==> src/hw/rtl/csltxwt_pkg.sv <==
// ----------------------------------------------------------------------------
// csltxwt_pkg
// Shared constants, command codes and status types for the CSL transmit
// window timing block.
// ----------------------------------------------------------------------------
package csltxwt_pkg;

  // Microseconds per ten-symbol unit
  localparam int unsigned US_PER_TEN_SYMBOLS = 160;

  // Field widths
  localparam int unsigned TIME_W   = 64;
  localparam int unsigned UNITS_W  = 16;
  localparam int unsigned DELAY_W  = 32;
  localparam int unsigned AHEAD_W  = 20;
  localparam int unsigned OUT32_W  = 32;

  // Scaled period / phase width: units times the scale factor
  localparam int unsigned SCALE_W  = $clog2(US_PER_TEN_SYMBOLS + 1);
  localparam int unsigned PERIOD_W = UNITS_W + SCALE_W;

  // Divider: bits retired per cycle and cycle count per division
  localparam int unsigned DIV_BITS   = 4;
  localparam int unsigned DIV_CYCLES = TIME_W / DIV_BITS;
  localparam int unsigned DIV_CNT_W  = $clog2(DIV_CYCLES);

  // Configuration bus
  localparam int unsigned APB_DATA_W = 32;
  localparam int unsigned APB_ADDR_W = 3;

  // Register index of request_ahead_us
  localparam logic [0:0] REG_REQUEST_AHEAD = 1'b0;

  // Controller states
  typedef enum logic [3:0] {
    ST_IDLE,
    ST_PREP,
    ST_FROM_FIRST,
    ST_NOW_GO,
    ST_NOW_WAIT,
    ST_FIRST_GO,
    ST_FIRST_WAIT,
    ST_BASE,
    ST_WIN,
    ST_CMP,
    ST_GAP_GO,
    ST_GAP_WAIT,
    ST_DELTA,
    ST_FINAL_GO,
    ST_DIV160_WAIT,
    ST_DONE
  } ctl_state_t;

  // Datapath commands
  typedef enum logic [3:0] {
    DP_NONE,
    DP_LOAD,
    DP_PREP,
    DP_FROM_FIRST,
    DP_SAVE_RNOW,
    DP_SAVE_RFIRST,
    DP_SAVE_RGAP,
    DP_BASE,
    DP_WIN,
    DP_CMP,
    DP_DELTA,
    DP_FINAL,
    DP_OUT
  } dp_cmd_t;

  // Divider operand selection
  typedef enum logic [1:0] {
    SRC_NOW,
    SRC_FIRST,
    SRC_GAP,
    SRC_DELTA
  } div_src_t;

  // Op field codes
  localparam logic OP_SCHEDULE = 1'b0;
  localparam logic OP_PHASE    = 1'b1;

  // Controller to datapath / divider
  typedef struct packed {
    dp_cmd_t  cmd;
    logic     div_start;
    div_src_t div_src;
  } dp_ctrl_t;

  // Datapath to controller
  typedef struct packed {
    logic period_zero;
    logic op;
    logic ge;
  } dp_status_t;

endpackage

==> src/hw/rtl/csl_tx_window_timing.sv <==
// ----------------------------------------------------------------------------
// csl_tx_window_timing
// Coordinated-sampled-listening transmit timing: next window delay in
// schedule mode, ten-symbol phase field in phase mode.
// ----------------------------------------------------------------------------
//  channel  | handshake                    | payload
//  ---------+------------------------------+-----------------------------------
//  input    | in_valid / in_stall          | op, now_us, last_rx_us,
//           |                              | period_units, phase_units,
//           |                              | tx_delay_us
//  output   | out_valid / out_stall        | next_tx_delay_us,
//           |                              | delay_from_last_rx_us, phase_out,
//           |                              | period_zero
//  config   | psel, penable, pwrite, pready| paddr, pwdata, prdata
//
// One transaction at a time. Schedule mode takes three 64-bit remainders (two
// if no advance); phase mode takes a remainder and a divide by the unit size
// (the divide alone if no advance); a zero period takes no division. The
// shared divider retires 4 quotient bits per cycle.
// Reset is synchronous. A new input is taken while a result waits under
// out_stall; the block then holds in its last step until the result is taken.
// ----------------------------------------------------------------------------
module csl_tx_window_timing (
  input  logic                                   clk,
  input  logic                                   rst,
  // input channel
  input  logic                                   in_valid,
  output logic                                   in_stall,
  input  logic                                   op,
  input  logic [csltxwt_pkg::TIME_W-1:0]         now_us,
  input  logic [csltxwt_pkg::TIME_W-1:0]         last_rx_us,
  input  logic [csltxwt_pkg::UNITS_W-1:0]        period_units,
  input  logic [csltxwt_pkg::UNITS_W-1:0]        phase_units,
  input  logic [csltxwt_pkg::DELAY_W-1:0]        tx_delay_us,
  // output channel
  output logic                                   out_valid,
  input  logic                                   out_stall,
  output logic [csltxwt_pkg::OUT32_W-1:0]        next_tx_delay_us,
  output logic [csltxwt_pkg::OUT32_W-1:0]        delay_from_last_rx_us,
  output logic [csltxwt_pkg::UNITS_W-1:0]        phase_out,
  output logic                                   period_zero,
  // configuration port
  input  logic                                   psel,
  input  logic                                   penable,
  input  logic                                   pwrite,
  input  logic [csltxwt_pkg::APB_ADDR_W-1:0]     paddr,
  input  logic [csltxwt_pkg::APB_DATA_W-1:0]     pwdata,
  output logic [csltxwt_pkg::APB_DATA_W-1:0]     prdata,
  output logic                                   pready
);
  import csltxwt_pkg::*;

  logic [AHEAD_W-1:0]  request_ahead_us;
  logic                reg_hit;
  dp_ctrl_t            ctrl;
  dp_status_t          status;
  logic                div_busy;
  logic [TIME_W-1:0]   div_dividend;
  logic [PERIOD_W-1:0] div_divisor;
  logic [TIME_W-1:0]   div_quo;
  logic [PERIOD_W-1:0] div_rem;

  // Configuration register
  assign pready  = 1'b1;
  assign reg_hit = (paddr[APB_ADDR_W-1 -: 1] == REG_REQUEST_AHEAD);
  assign prdata  = reg_hit ? APB_DATA_W'(request_ahead_us) : '0;

  always_ff @(posedge clk) begin
    if (rst) begin
      request_ahead_us <= '0;
    end else if (psel && penable && pwrite && pready && reg_hit) begin
      request_ahead_us <= pwdata[AHEAD_W-1:0];
    end
  end

  csltxwt_ctrl u_ctrl (
    .clk       (clk),
    .rst       (rst),
    .in_valid  (in_valid),
    .in_stall  (in_stall),
    .out_valid (out_valid),
    .out_stall (out_stall),
    .status    (status),
    .div_busy  (div_busy),
    .ctrl      (ctrl)
  );

  csltxwt_dp u_dp (
    .clk                   (clk),
    .ctrl                  (ctrl),
    .status                (status),
    .request_ahead_us      (request_ahead_us),
    .op                    (op),
    .now_us                (now_us),
    .last_rx_us            (last_rx_us),
    .period_units          (period_units),
    .phase_units           (phase_units),
    .tx_delay_us           (tx_delay_us),
    .div_dividend          (div_dividend),
    .div_divisor           (div_divisor),
    .div_quo               (div_quo),
    .div_rem               (div_rem),
    .next_tx_delay_us      (next_tx_delay_us),
    .delay_from_last_rx_us (delay_from_last_rx_us),
    .phase_out             (phase_out),
    .period_zero           (period_zero)
  );

  csltxwt_div u_div (
    .clk      (clk),
    .rst      (rst),
    .start    (ctrl.div_start),
    .dividend (div_dividend),
    .divisor  (div_divisor),
    .busy     (div_busy),
    .quo      (div_quo),
    .rem      (div_rem)
  );

`ifndef NO_ASSERTIONS
  // An accepted transaction keeps the block busy on the next cycle
  a_accept_busy: assert property (@(posedge clk) disable iff (rst)
    (in_valid && !in_stall) |=> in_stall)
    else $error("input accepted but block not busy");

  // Divider is never running while the block can accept
  a_idle_div: assert property (@(posedge clk) disable iff (rst)
    !in_stall |-> !div_busy)
    else $error("divider busy while idle");

  // Zero period gives all-zero results
  a_zero_period: assert property (@(posedge clk) disable iff (rst)
    (out_valid && period_zero) |->
      (next_tx_delay_us == '0 && delay_from_last_rx_us == '0 && phase_out == '0))
    else $error("nonzero result with zero period");

  // Phase result and schedule results never both set
  a_mode_excl: assert property (@(posedge clk) disable iff (rst)
    out_valid |->
      (phase_out == '0 || (next_tx_delay_us == '0 && delay_from_last_rx_us == '0)))
    else $error("phase and schedule results mixed");
`endif

endmodule

==> src/hw/rtl/csltxwt_div.sv <==
// ----------------------------------------------------------------------------
// csltxwt_div
// Radix-2 restoring divider, 64-bit dividend by a narrow nonzero divisor,
// several quotient bits per cycle. Quotient and remainder hold after finish.
// ----------------------------------------------------------------------------
module csltxwt_div (
  input  logic                                clk,
  input  logic                                rst,
  input  logic                                start,
  input  logic [csltxwt_pkg::TIME_W-1:0]      dividend,
  input  logic [csltxwt_pkg::PERIOD_W-1:0]    divisor,
  output logic                                busy,
  output logic [csltxwt_pkg::TIME_W-1:0]      quo,
  output logic [csltxwt_pkg::PERIOD_W-1:0]    rem
);
  import csltxwt_pkg::*;

  logic [DIV_CNT_W-1:0] cnt;
  logic [TIME_W-1:0]    quo_next;
  logic [PERIOD_W-1:0]  rem_next;

  // A few shift/compare/subtract steps per cycle
  always_comb begin
    logic [PERIOD_W:0] trial;
    quo_next = quo;
    rem_next = rem;
    for (int i = 0; i < int'(DIV_BITS); i++) begin
      trial    = {rem_next, quo_next[TIME_W-1]};
      quo_next = {quo_next[TIME_W-2:0], 1'b0};
      if (trial >= {1'b0, divisor}) begin
        rem_next    = PERIOD_W'(trial - {1'b0, divisor});
        quo_next[0] = 1'b1;
      end else begin
        rem_next = trial[PERIOD_W-1:0];
      end
    end
  end

  // Control: cycle counter and busy flag
  always_ff @(posedge clk) begin
    if (rst) begin
      busy <= 1'b0;
      cnt  <= '0;
    end else if (start) begin
      busy <= 1'b1;
      cnt  <= '0;
    end else if (busy) begin
      cnt <= cnt + 1'b1;
      if (cnt == DIV_CNT_W'(DIV_CYCLES - 1)) begin
        busy <= 1'b0;
      end
    end
  end

  // Working registers: dividend shifts out as quotient shifts in
  always_ff @(posedge clk) begin
    if (start) begin
      quo <= dividend;
      rem <= '0;
    end else if (busy) begin
      quo <= quo_next;
      rem <= rem_next;
    end
  end

endmodule

==> src/hw/rtl/csltxwt_dp.sv <==
// ----------------------------------------------------------------------------
// csltxwt_dp
// Datapath: operand registers, window arithmetic, divider operand select
// and the result register.
// ----------------------------------------------------------------------------
module csltxwt_dp (
  input  logic                                 clk,
  input  csltxwt_pkg::dp_ctrl_t                ctrl,
  output csltxwt_pkg::dp_status_t              status,
  input  logic [csltxwt_pkg::AHEAD_W-1:0]      request_ahead_us,
  // input transaction fields
  input  logic                                 op,
  input  logic [csltxwt_pkg::TIME_W-1:0]       now_us,
  input  logic [csltxwt_pkg::TIME_W-1:0]       last_rx_us,
  input  logic [csltxwt_pkg::UNITS_W-1:0]      period_units,
  input  logic [csltxwt_pkg::UNITS_W-1:0]      phase_units,
  input  logic [csltxwt_pkg::DELAY_W-1:0]      tx_delay_us,
  // divider
  output logic [csltxwt_pkg::TIME_W-1:0]       div_dividend,
  output logic [csltxwt_pkg::PERIOD_W-1:0]     div_divisor,
  input  logic [csltxwt_pkg::TIME_W-1:0]       div_quo,
  input  logic [csltxwt_pkg::PERIOD_W-1:0]     div_rem,
  // result fields
  output logic [csltxwt_pkg::OUT32_W-1:0]      next_tx_delay_us,
  output logic [csltxwt_pkg::OUT32_W-1:0]      delay_from_last_rx_us,
  output logic [csltxwt_pkg::UNITS_W-1:0]      phase_out,
  output logic                                 period_zero
);
  import csltxwt_pkg::*;

  logic                op_r;
  logic [TIME_W-1:0]   now_r;
  logic [TIME_W-1:0]   last_rx_r;
  logic [PERIOD_W-1:0] period_r;
  logic [PERIOD_W-1:0] phase_r;
  logic [DELAY_W-1:0]  tx_delay_r;
  logic [TIME_W-1:0]   first_r;
  logic [TIME_W-1:0]   target_r;
  logic [TIME_W-1:0]   win_r;
  logic [TIME_W-1:0]   gap_r;
  logic                ge_r;
  logic [PERIOD_W-1:0] r_now;
  logic [PERIOD_W-1:0] r_first;
  logic [PERIOD_W-1:0] r_gap;
  logic [TIME_W-1:0]   delta_r;
  logic [TIME_W-1:0]   fin_r;
  logic [PERIOD_W-1:0] adj;
  logic                pz;

  assign pz = (period_r == '0);

  // Distance past the target to the next window, as a round-up remainder
  assign adj = (r_gap == '0) ? '0 : period_r - r_gap;

  assign status = '{period_zero: pz, op: op_r, ge: ge_r};

  // Divider operand select
  always_comb begin
    unique case (ctrl.div_src)
      SRC_NOW:   div_dividend = now_r;
      SRC_FIRST: div_dividend = first_r;
      SRC_GAP:   div_dividend = gap_r;
      SRC_DELTA: div_dividend = delta_r;
      default:   div_dividend = now_r;
    endcase
    div_divisor = (ctrl.div_src == SRC_DELTA) ? PERIOD_W'(US_PER_TEN_SYMBOLS) : period_r;
  end

  // Command-driven register updates
  always_ff @(posedge clk) begin
    unique case (ctrl.cmd)
      DP_LOAD: begin
        op_r       <= op;
        now_r      <= now_us;
        last_rx_r  <= last_rx_us;
        period_r   <= PERIOD_W'(period_units) * PERIOD_W'(US_PER_TEN_SYMBOLS);
        phase_r    <= PERIOD_W'(phase_units) * PERIOD_W'(US_PER_TEN_SYMBOLS);
        tx_delay_r <= tx_delay_us;
      end
      DP_PREP: begin
        first_r <= last_rx_r + TIME_W'(phase_r);
        if (op_r == OP_PHASE) begin
          target_r <= now_r + TIME_W'(tx_delay_r);
        end else begin
          target_r <= now_r + TIME_W'(request_ahead_us);
        end
      end
      DP_FROM_FIRST:  win_r   <= first_r;
      DP_SAVE_RNOW:   r_now   <= div_rem;
      DP_SAVE_RFIRST: r_first <= div_rem;
      DP_SAVE_RGAP:   r_gap   <= div_rem;
      DP_BASE:        win_r   <= now_r - TIME_W'(r_now);
      DP_WIN:         win_r   <= win_r + TIME_W'(r_first);
      DP_CMP: begin
        ge_r  <= (win_r >= target_r);
        gap_r <= target_r - win_r;
      end
      DP_DELTA: begin
        // window minus target: as is when already past, else round-up amount
        delta_r <= ge_r ? (win_r - target_r) : TIME_W'(adj);
      end
      DP_FINAL: fin_r <= target_r + delta_r;
      DP_OUT: begin
        period_zero <= pz;
        if (!pz && op_r == OP_SCHEDULE) begin
          next_tx_delay_us      <= delta_r[OUT32_W-1:0];
          delay_from_last_rx_us <= OUT32_W'(fin_r - last_rx_r);
        end else begin
          next_tx_delay_us      <= '0;
          delay_from_last_rx_us <= '0;
        end
        if (!pz && op_r == OP_PHASE) begin
          phase_out <= div_quo[UNITS_W-1:0];
        end else begin
          phase_out <= '0;
        end
      end
      default: ;
    endcase
  end

endmodule

==> src/hw/rtl/csltxwt_ctrl.sv <==
// ----------------------------------------------------------------------------
// csltxwt_ctrl
// Sequencer: steps the datapath through the schedule or phase computation,
// launches divisions and owns the input and output handshakes.
// ----------------------------------------------------------------------------
module csltxwt_ctrl (
  input  logic                       clk,
  input  logic                       rst,
  input  logic                       in_valid,
  output logic                       in_stall,
  output logic                       out_valid,
  input  logic                       out_stall,
  input  csltxwt_pkg::dp_status_t    status,
  input  logic                       div_busy,
  output csltxwt_pkg::dp_ctrl_t      ctrl
);
  import csltxwt_pkg::*;

  ctl_state_t state;
  ctl_state_t state_next;
  logic       out_valid_next;
  logic       out_free;

  assign out_free = !out_valid || !out_stall;
  assign in_stall = (state != ST_IDLE);

  // Next state
  always_comb begin
    state_next = state;
    unique case (state)
      ST_IDLE:        if (in_valid) state_next = ST_PREP;
      ST_PREP: begin
        if (status.period_zero) begin
          state_next = ST_DONE;
        end else if (status.op == OP_SCHEDULE) begin
          state_next = ST_NOW_GO;
        end else begin
          state_next = ST_FROM_FIRST;
        end
      end
      ST_FROM_FIRST:  state_next = ST_CMP;
      ST_NOW_GO:      state_next = ST_NOW_WAIT;
      ST_NOW_WAIT:    if (!div_busy) state_next = ST_FIRST_GO;
      ST_FIRST_GO:    state_next = ST_FIRST_WAIT;
      ST_FIRST_WAIT:  if (!div_busy) state_next = ST_BASE;
      ST_BASE:        state_next = ST_WIN;
      ST_WIN:         state_next = ST_CMP;
      ST_CMP:         state_next = ST_GAP_GO;
      ST_GAP_GO:      state_next = status.ge ? ST_DELTA : ST_GAP_WAIT;
      ST_GAP_WAIT:    if (!div_busy) state_next = ST_DELTA;
      ST_DELTA:       state_next = ST_FINAL_GO;
      ST_FINAL_GO: begin
        state_next = (status.op == OP_SCHEDULE) ? ST_DONE : ST_DIV160_WAIT;
      end
      ST_DIV160_WAIT: if (!div_busy) state_next = ST_DONE;
      ST_DONE:        if (out_free) state_next = ST_IDLE;
      default:        state_next = ST_IDLE;
    endcase
  end

  // Outputs: datapath command and divider launch
  always_comb begin
    ctrl = '{cmd: DP_NONE, div_start: 1'b0, div_src: SRC_NOW};
    unique case (state)
      ST_IDLE:       if (in_valid) ctrl.cmd = DP_LOAD;
      ST_PREP:       ctrl.cmd = DP_PREP;
      ST_FROM_FIRST: ctrl.cmd = DP_FROM_FIRST;
      ST_NOW_GO: begin
        ctrl.div_start = 1'b1;
        ctrl.div_src   = SRC_NOW;
      end
      ST_NOW_WAIT:   if (!div_busy) ctrl.cmd = DP_SAVE_RNOW;
      ST_FIRST_GO: begin
        ctrl.div_start = 1'b1;
        ctrl.div_src   = SRC_FIRST;
      end
      ST_FIRST_WAIT: if (!div_busy) ctrl.cmd = DP_SAVE_RFIRST;
      ST_BASE:       ctrl.cmd = DP_BASE;
      ST_WIN:        ctrl.cmd = DP_WIN;
      ST_CMP:        ctrl.cmd = DP_CMP;
      ST_GAP_GO: begin
        ctrl.div_src = SRC_GAP;
        if (!status.ge) ctrl.div_start = 1'b1;
      end
      ST_GAP_WAIT: begin
        ctrl.div_src = SRC_GAP;
        if (!div_busy) ctrl.cmd = DP_SAVE_RGAP;
      end
      ST_DELTA:      ctrl.cmd = DP_DELTA;
      ST_FINAL_GO: begin
        // schedule: final window; phase: launch the divide by the unit size
        ctrl.div_src = SRC_DELTA;
        if (status.op == OP_SCHEDULE) begin
          ctrl.cmd = DP_FINAL;
        end else begin
          ctrl.div_start = 1'b1;
        end
      end
      ST_DIV160_WAIT: ctrl.div_src = SRC_DELTA;
      ST_DONE: begin
        ctrl.div_src = SRC_DELTA;
        if (out_free) ctrl.cmd = DP_OUT;
      end
      default: ;
    endcase
  end

  // Output valid: set on result load, cleared when taken
  always_comb begin
    out_valid_next = out_valid;
    if (out_valid && !out_stall) out_valid_next = 1'b0;
    if (state == ST_DONE && out_free) out_valid_next = 1'b1;
  end

  always_ff @(posedge clk) begin
    if (rst) begin
      state     <= ST_IDLE;
      out_valid <= 1'b0;
    end else begin
      state     <= state_next;
      out_valid <= out_valid_next;
    end
  end

endmodule

==> config.mk <==
export PLATFORM = sky130hd
export DESIGN_NAME = csl_tx_window_timing
export DESIGN_NICKNAME = d
export VERILOG_FILES = /design/src/hw/rtl/csltxwt_pkg.sv /design/src/hw/rtl/csl_tx_window_timing.sv /design/src/hw/rtl/csltxwt_div.sv /design/src/hw/rtl/csltxwt_dp.sv /design/src/hw/rtl/csltxwt_ctrl.sv
export SDC_FILE = /design/constraint.sdc
export NUM_CORES = 2
export LEC_CHECK = 0
export BUFFER_PORTS_ARGS = -buffer_cell sky130_fd_sc_hd__clkbuf_2
export CORE_AREA = 2 2 472 474
export DETAILED_ROUTE_END_ITERATION = 7
export DIE_AREA = 0 0 474 476
export PLACE_DENSITY = 0.45
export SLEW_MARGIN = 40
export SYNTH_ARGS = -nofsm -noshare
export SYNTH_HDL_FRONTEND = slang
export SYNTH_SLANG_ARGS = --single-unit
==> constraint.sdc <==
create_clock -name clk -period 11.1 [get_ports clk]
set_input_delay 1.11 -clock clk [delete_from_list [all_inputs] [get_ports clk]]
set_output_delay 1.11 -clock clk [all_outputs]
set_load 0.005 [all_outputs]
After elaboration in Yosys (flattened, before gate mapping)
Index checks and enable logic that the tools add are counted.
{ "classes": {"addsub": 15, "multipliers": 2, "order_cmp": 5, "eq_ne": 37, "mux": 44, "bitwise_logic": 2, "n_reduce_logical": 25} }
{ "op_table": {"columns": ["op", "count"], "rows": [
  ["$pmux W64 S4", 1],
  ["$mux W64", 3],
  ["$pmux W64 S3", 1],
  ["$mux W24", 7],
  ["$add A64 B24 Y64", 2],
  ["$sub A64 B64 Y64", 2],
  ["$sub A24 B24 Y24", 5],
  ["$ge A25 B24 Y1", 4],
  ["$add A64 B20 Y64", 1],
  ["$add A64 B32 Y64", 1],
  ["$ge A64 B64 Y1", 1],
  ["$sub A64 B24 Y64", 1],
  ["$pmux W4 S15", 1],
  ["$eq A4 B4 Y1 const B", 14],
  ["$logic_not A24 Y1", 2],
  ["$pmux W4 S12", 1],
  ["$mul A16 B3 Y19 const B", 2],
  ["$mux W4", 9],
  ["$add A32 B32 Y32", 1],
  ["$eq A4 B3 Y1 const B", 8],
  ["$sub A32 B32 Y32", 1],
  ["$mux W20", 1],
  ["$eq A4 B2 Y1 const B", 4],
  ["$mux W1", 14],
  ["21 further kinds", 43]
]} }
{ "totals": {"regBits": 823, "input_bits": 235, "output_inout_bits": 116, "elab_cells": 158} }

Longest topological paths before layout
{ "logic_depth": {"depth_word": 15, "mapped_depth": 55, "ltp_nobuf": 47} }

Modules after synthesis
Synthesis repeated with hierarchy kept, for this count alone.
{ "hier_totals": {"hier_cells": 5795, "area_unflattened_um2": 58691.3} }
{ "modules_own_cells": {"columns": ["mod", "instances", "cells_each", "area_per_inst_um2", "seq_area_each_um2"], "rows": [
  ["csltxwt_dp", 1, 4460, 47090.2, 21170.3],
  ["csltxwt_div", 1, 1122, 9836.9, 2502.4],
  ["csl_tx_window_timing", 1, 125, 1164.9, 400.4],
  ["csltxwt_ctrl", 1, 88, 599.3, 100.1]
]} }

Least setup slack after synthesis
No wires, ideal clock.
{ "synth_timing": {"path_type": "reg-to-reg", "startpoint": "register u_ctrl.state[3]", "endpoint": "register u_div.rem[17] in the netlist's numbering", "setup_ns": 0.084, "arrival_ns": 11.486, "slack_ns": -0.470, "stages_incl_launch_ff": 53, "n_path_buf": 9, "period_less_slack_ns": 11.570, "path_cell_list": "dfxtp_1 > clkbuf_1 > nand2_1 > or2_2 > clkbuf_1 > nand2b_1 > ha_1 > inv_1 > fa_1 > a21o_1 > a221oi_1 > o21bai_1 > o2111ai_1 > and3_1 > buf_2 > clkbuf_1 > mux2_2 > ha_1 > [... 17 more ...] > o21ai_1 > and2b_1 > a21oi_4 > a221o_1 > ha_1 > nor2b_1 > o21ai_0 > nand2b_1 > a21oi_1 > o21ai_1 > a221oi_1 > a211oi_1 > nor3_1 > and2_1 > buf_2 > buf_2 > o21ai_1 > o221ai_1"} }
{ "synth_between": {"elab_chain_cells": 13, "elab_cells_between_ends": 26, "cone_classes": "4 x add/sub; 4 x order compare; 8 x eq/ne; 7 x mux; 3 x reduce/logical"} }
{ "synth_lines": {"columns": ["element", "line", "text"], "rows": [
  ["start, declared", "csltxwt_ctrl.sv:19", "ctl_state_t state;"],
  ["start signal, assigned", "csltxwt_ctrl.sv:120", "state <= state_next;"],
  ["$eq A4 B4 Y1", "csltxwt_ctrl.sv:64", "unique case (state)"],
  ["$reduce_or A3 Y1 (no line) / $reduce_or A2 Y1 (equally long branches)", null, null],
  ["$pmux W2 S3", "csltxwt_ctrl.sv:64", null],
  ["$eq A2 B2 Y1", "csltxwt_dp.sv:66", "div_divisor = (ctrl.div_src == SRC_DELTA) ? PERIOD_W'(US_PER_TEN_SYMBOLS) : period_r;"],
  ["$mux W24", "csltxwt_dp.sv:66", null],
  ["$sub A24 B24 Y24 / $ge A25 B24 Y1 (equally long branches)", "csltxwt_div.sv:31, csltxwt_div.sv:30", null],
  ["$mux W24", "csltxwt_div.sv:30", "if (trial >= {1'b0, divisor}) begin"],
  ["$sub A24 B24 Y24 / $ge A25 B24 Y1 (equally long branches)", "csltxwt_div.sv:31, csltxwt_div.sv:30", null],
  ["$mux W24", "csltxwt_div.sv:30", null],
  ["$sub A24 B24 Y24 / $ge A25 B24 Y1 (equally long branches)", "csltxwt_div.sv:31, csltxwt_div.sv:30", null],
  ["$mux W24", "csltxwt_div.sv:30", null],
  ["$sub A24 B24 Y24 / $ge A25 B24 Y1 (equally long branches)", "csltxwt_div.sv:31, csltxwt_div.sv:30", null],
  ["$mux W24", "csltxwt_div.sv:30", null],
  ["end signal, assigned", "csltxwt_div.sv:62", "rem <= rem_next;"],
  ["end, declared", "csltxwt_div.sv:14", "output logic [csltxwt_pkg::PERIOD_W-1:0] rem"]
]} }
Several ways; a longest one is shown, not always the timed one.
A chain may end at the register's enable or synchronous reset.

Final worst setup path
{ "layout_timing": {"startpoint": "register u_ctrl.state[0]", "endpoint": "register u_div.rem[6] in the netlist's numbering"} }
{ "layout_between": {"elab_chain_cells": 13, "elab_cells_between_ends": 26, "cone_classes": "4 x add/sub; 4 x order compare; 8 x eq/ne; 7 x mux; 3 x reduce/logical"} }
{ "layout_lines": {"columns": ["element", "line"], "rows": [
  ["$eq A4 B4 Y1", "csltxwt_ctrl.sv:64"],
  ["$reduce_or A3 Y1 (no line) / $reduce_or A2 Y1 (equally long branches)", null],
  ["$pmux W2 S3", "csltxwt_ctrl.sv:64"],
  ["$eq A2 B2 Y1", "csltxwt_dp.sv:66"],
  ["$mux W24", "csltxwt_dp.sv:66"],
  ["$sub A24 B24 Y24 / $ge A25 B24 Y1 (equally long branches)", "csltxwt_div.sv:31, csltxwt_div.sv:30"],
  ["$mux W24", "csltxwt_div.sv:30"],
  ["$sub A24 B24 Y24 / $ge A25 B24 Y1 (equally long branches)", "csltxwt_div.sv:31, csltxwt_div.sv:30"],
  ["$mux W24", "csltxwt_div.sv:30"],
  ["$sub A24 B24 Y24 / $ge A25 B24 Y1 (equally long branches)", "csltxwt_div.sv:31, csltxwt_div.sv:30"],
  ["$mux W24", "csltxwt_div.sv:30"],
  ["$ge A25 B24 Y1 / $sub A24 B24 Y24 (equally long branches)", "csltxwt_div.sv:30, csltxwt_div.sv:31"],
  ["$mux W24", "csltxwt_div.sv:30"]
]} }
Several ways; a longest one is shown, not always the timed one.

==> flow_summary.yaml <==
run_status:
  status: "finished, final reports clean"
synthesis:
  synth_edf_count: 769
  synth_mux_area_share_pct: 1.35
  synth-compound-area-share_pct: 18.2
  synthSimpleGateAreaFrac_pct: 13.9
  ys.flop_type: "edfxtp_1"
  netlist_instances: 5513
  synth_top_family_by_area: "compound AO/OA/AOI/OAI gates"
  synth_area_leader_cell: "edfxtp_1"
  syn_area_sq_um: 54900
  yosys.area.top_type_share_pct: 42.0
  seq_area_frac_synth_pct: 44.0
  async_flop_share_pct: 0
  synthAdderAreaFrac_pct: 10.5
  yosys_warnings: 0
  post_synth_xor_area_fraction_pct: 7.88
  avgSynthCellArea_sq_um: 9.96
  synthDistinctLibCells: 95
  ys_top_cells_by_area: "edfxtp_1 42%, ha_1 10%, xnor2_1 5.4%"
  ys_ff_latch: 823
clock_network:
  cts_tree: "yes"
  h-tree-depth: 3
  cts-root-buf: "clkbuf_16"
  cts_buffers: 104
  insertion_delay_ns: 0.78
  holdBufCountCts: 0
  cts_num_sinks: 823
  clock_path_buffers: 3
  clk_pin_slew_ns: 0.07
worst_setup_path:
  critPathMaxStageDelay_ns: 0.50
  r2r_start: "u_ctrl.state[0]$_SDFFE_PP0P_"
  cp-end-kind: "flop"
  r2r_cells: 44
  startpoint: "u_ctrl.state[0]$_SDFFE_PP0P_"
  start_kind: "flop"
  cp.required_ns: 11.76
  worstSetupPathType: "flop to flop"
  worstPathMaxFanout: 20
  worst_path_most_repeated_cell: "a21o_1"
  rrSetupSlack_ns: 0.66
  reg2reg_to: "u_div.rem[6]$_SDFFE_PP0P_"
  slowest_stage: "a2111o_1"
  cp.arrival_ns: 11.09
routing:
  dr.pass1.iters: 7
  drt-total-wl_mm: 221
  wl_per_cell_microns: 24.5
  ant_nets: 0
  drtIter0Drc: 4071
  vias: 44900
  drc: 0
  vias_per_cell: 4.98
floorplan:
  dieArea_sq_um: 226000
  dieHeight_microns: 476
  row_count: 173
  io_pins: 351
  core_region_area_sq_um: 221000
  initial_core_util_pct: 24.9
  die_w_microns: 474
place:
  hpwlAfterDp_mm: 173
  gp_congestion: 0.928
  io_buffers: 323
  dpl_cell_area_sq_um: 61400
  dp_slack_ns: 0.399
pwr:
  leakage_nw: 25.9
  ir_worst_vdd_mv: 0.516
  p_per_area_nw_per_um2: 340
  power_w: 0.0221
grt:
  antenna_found_initial: 21
  grt_pass1_vias: 43700
  grt_pass1_wl_mm: 311
  grt_overflow: 0
  grt_max_degree: 68
  grt_usage_pct: 18.9
finish:
  drive_above_1_share_pct: 14.2
  ff_latch_area_sq_um: 24200
  finalNetCount: 6645
  area_growth_pct: 18.5
  final_util_pct: 29.4
  design_area_sq_um: 65100
  multiInputGateArea_sq_um: 28900
  fillers: 23200
worst_hold_path:
  whs_endpoint: "request_ahead_us[4]$_SDFFE_PP0P_"
  hold_path_class: "flop to flop"
  hold_path_depth: 2
  min_from: "request_ahead_us[4]$_SDFFE_PP0P_"
timing:
  setup_viol: 0
  worst_slew_pin_slew_ns: 0.878
  hold_viol_final: 0
  finalCritPeriodShare_pct: 94.0
  worst_slack_ns: 0.662
  finalSetupTns_ns: 0
  period_needed_ns: 10.44
  slew_violations: 0
  clock_skew_ns: 0.0378
  max_freq_mhz: 95.8
  relSlewSlack_pct: 40.7
run:
  maxCapViolations: 0
==> cell usage after synthesis, types with 25 or more instances <==
cell	n
nor4_1	47
a21oi_1	382
xnor2_1	336
and2_1	86
o221ai_1	25
o211ai_1	31
a22oi_1	36
mux2i_1	36
nand2_1	438
xor2_1	158
dfxtp_1	54
nor2_1	441
nor2b_1	76
mux2_2	34
a222oi_1	64
or3_1	30
o21ai_0	260
inv_1	334
nand4_1	67
a31oi_1	113
nand2b_1	55
a211oi_1	36
o21ai_1	29
o21a_1	55
nand3_1	67
a21o_1	212
ha_1	440
a221o_1	26
and3_1	56
nor3_1	121
edfxtp_1	769
o21bai_1	56
clkbuf_1	203
==> metal layers <==
layer	vias to the layer above	GRT usage, %	routed length (microns)
met5	-	0	35
met4	6	5.87	6450
met3	243	2.08	11000
met2	1368	32.3	106000
met1	22000	24.9	97200
li1	21300	-	-
==> cell families (layout without fill, tap and decap cells) <==
logic type | count (synthesis) | after routing
muxes | 70 | 70
xor gates and xnor gates | 494 | 494
DFF | 823 | 823
adders and majority gates | 454 | 454
AOI/OAI and AO/OA | 1512 | 1512
other | 2 | 17
and+or+nand+nor | 1585 | 1585
buffers and inverters | 573 | 1093
==> layout by cell type (no fill, tap or decap), types with 224 or more instances in the layout <==
master    count
a21oi_1     379
buf_4       224
clkbuf_2    323
edfxtp_1    769
ha_1        439
inv_1       334
nand2_1     437
nor2_1      432
o21ai_0     256
xnor2_1     336
==> worst max-delay path by stage <==
| stage | end | slack (ns) |
|---|---|---|
| floorplan | u_div.rem[17]$_SDFFE_PP0P_ | 0.009 |
| global placement | u_div.rem[8]$_SDFFE_PP0P_ | 0.36 |
| detailed placement | u_div.rem[8]$_SDFFE_PP0P_ | 0.40 |
| CTS | u_div.rem[8]$_SDFFE_PP0P_ | 0.30 |
| global route | u_div.rem[8]$_SDFFE_PP0P_ | -0.03 |
| finish | u_div.rem[6]$_SDFFE_PP0P_ | 0.66 |
==> worst max-delay path: cells and delay by family (launching register included) <==
family          cells  cell delay [ns]
mux                 4             1.08
flops               1             0.33
fa+ha+maj           5             1.52
buf+inv             5             0.86
compound gates     20             4.53
simple gates       10             1.97
==> area by class of cell <==
class                      count  area share (%)
multi-input combinational   4128            44.4
sequential                   823            37.2
tap                         2975            5.72
timing repair buffer         562            5.37
clock buffer                 118            4.10
inverter                     337            1.95
clock inverter                76            1.32
antenna                        4          0.0154
==> sequential cells by signal, summed over array words and instances, names as in the netlist, 4 cells and up <==
| register | count |
|---|---|
| u_dp.tx_delay_r | 32 |
| u_dp.period_r | 19 |
| u_dp.fin_r | 32 |
| u_dp.r_first | 24 |
| request_ahead_us | 20 |
| u_dp.phase_r | 19 |
| u_div.rem | 24 |
| u_dp.delta_r | 64 |
| u_dp.now_r | 64 |
| u_dp.delay_from_last_rx_us | 32 |
| u_div.cnt | 4 |
| u_dp.r_now | 24 |
| u_dp.first_r | 64 |
| u_dp.next_tx_delay_us | 32 |
| u_ctrl.state | 4 |
| u_div.quo | 64 |
| u_dp.last_rx_r | 64 |
| u_dp.r_gap | 24 |
| u_dp.win_r | 64 |
| u_dp.gap_r | 64 |
| u_dp.phase_out | 16 |
| u_dp.target_r | 64 |
==> through the flow <==
step / instances / hold WS (ns)
5_1_grt: 9020 / 0.487
3_3_place_gp: 8811 / 0.458
3_5_place_dp: 8821 / 0.464
4_1_cts: 9015 / 0.453
6_report: 9023 / 0.470
2_1_floorplan: 5524 / 0.426
==> report_power, final <==
group	internal, W	total [W]	leakage, nW	switching (W)
clock network	0.00206	0.00357	1.69	0.00151
registers	0.00413	0.00458	7.53	0.000454
logic	0.00598	0.0140	16.7	0.00799
==> what timing repair did <==
action,CTS,global route
endpoints found under the setup margin,0,20
buffers inserted,0,2
resized for setup,0,14
endpoints found under the hold margin,0,0
No activity file was read; power rests on OpenSTA's default activity.
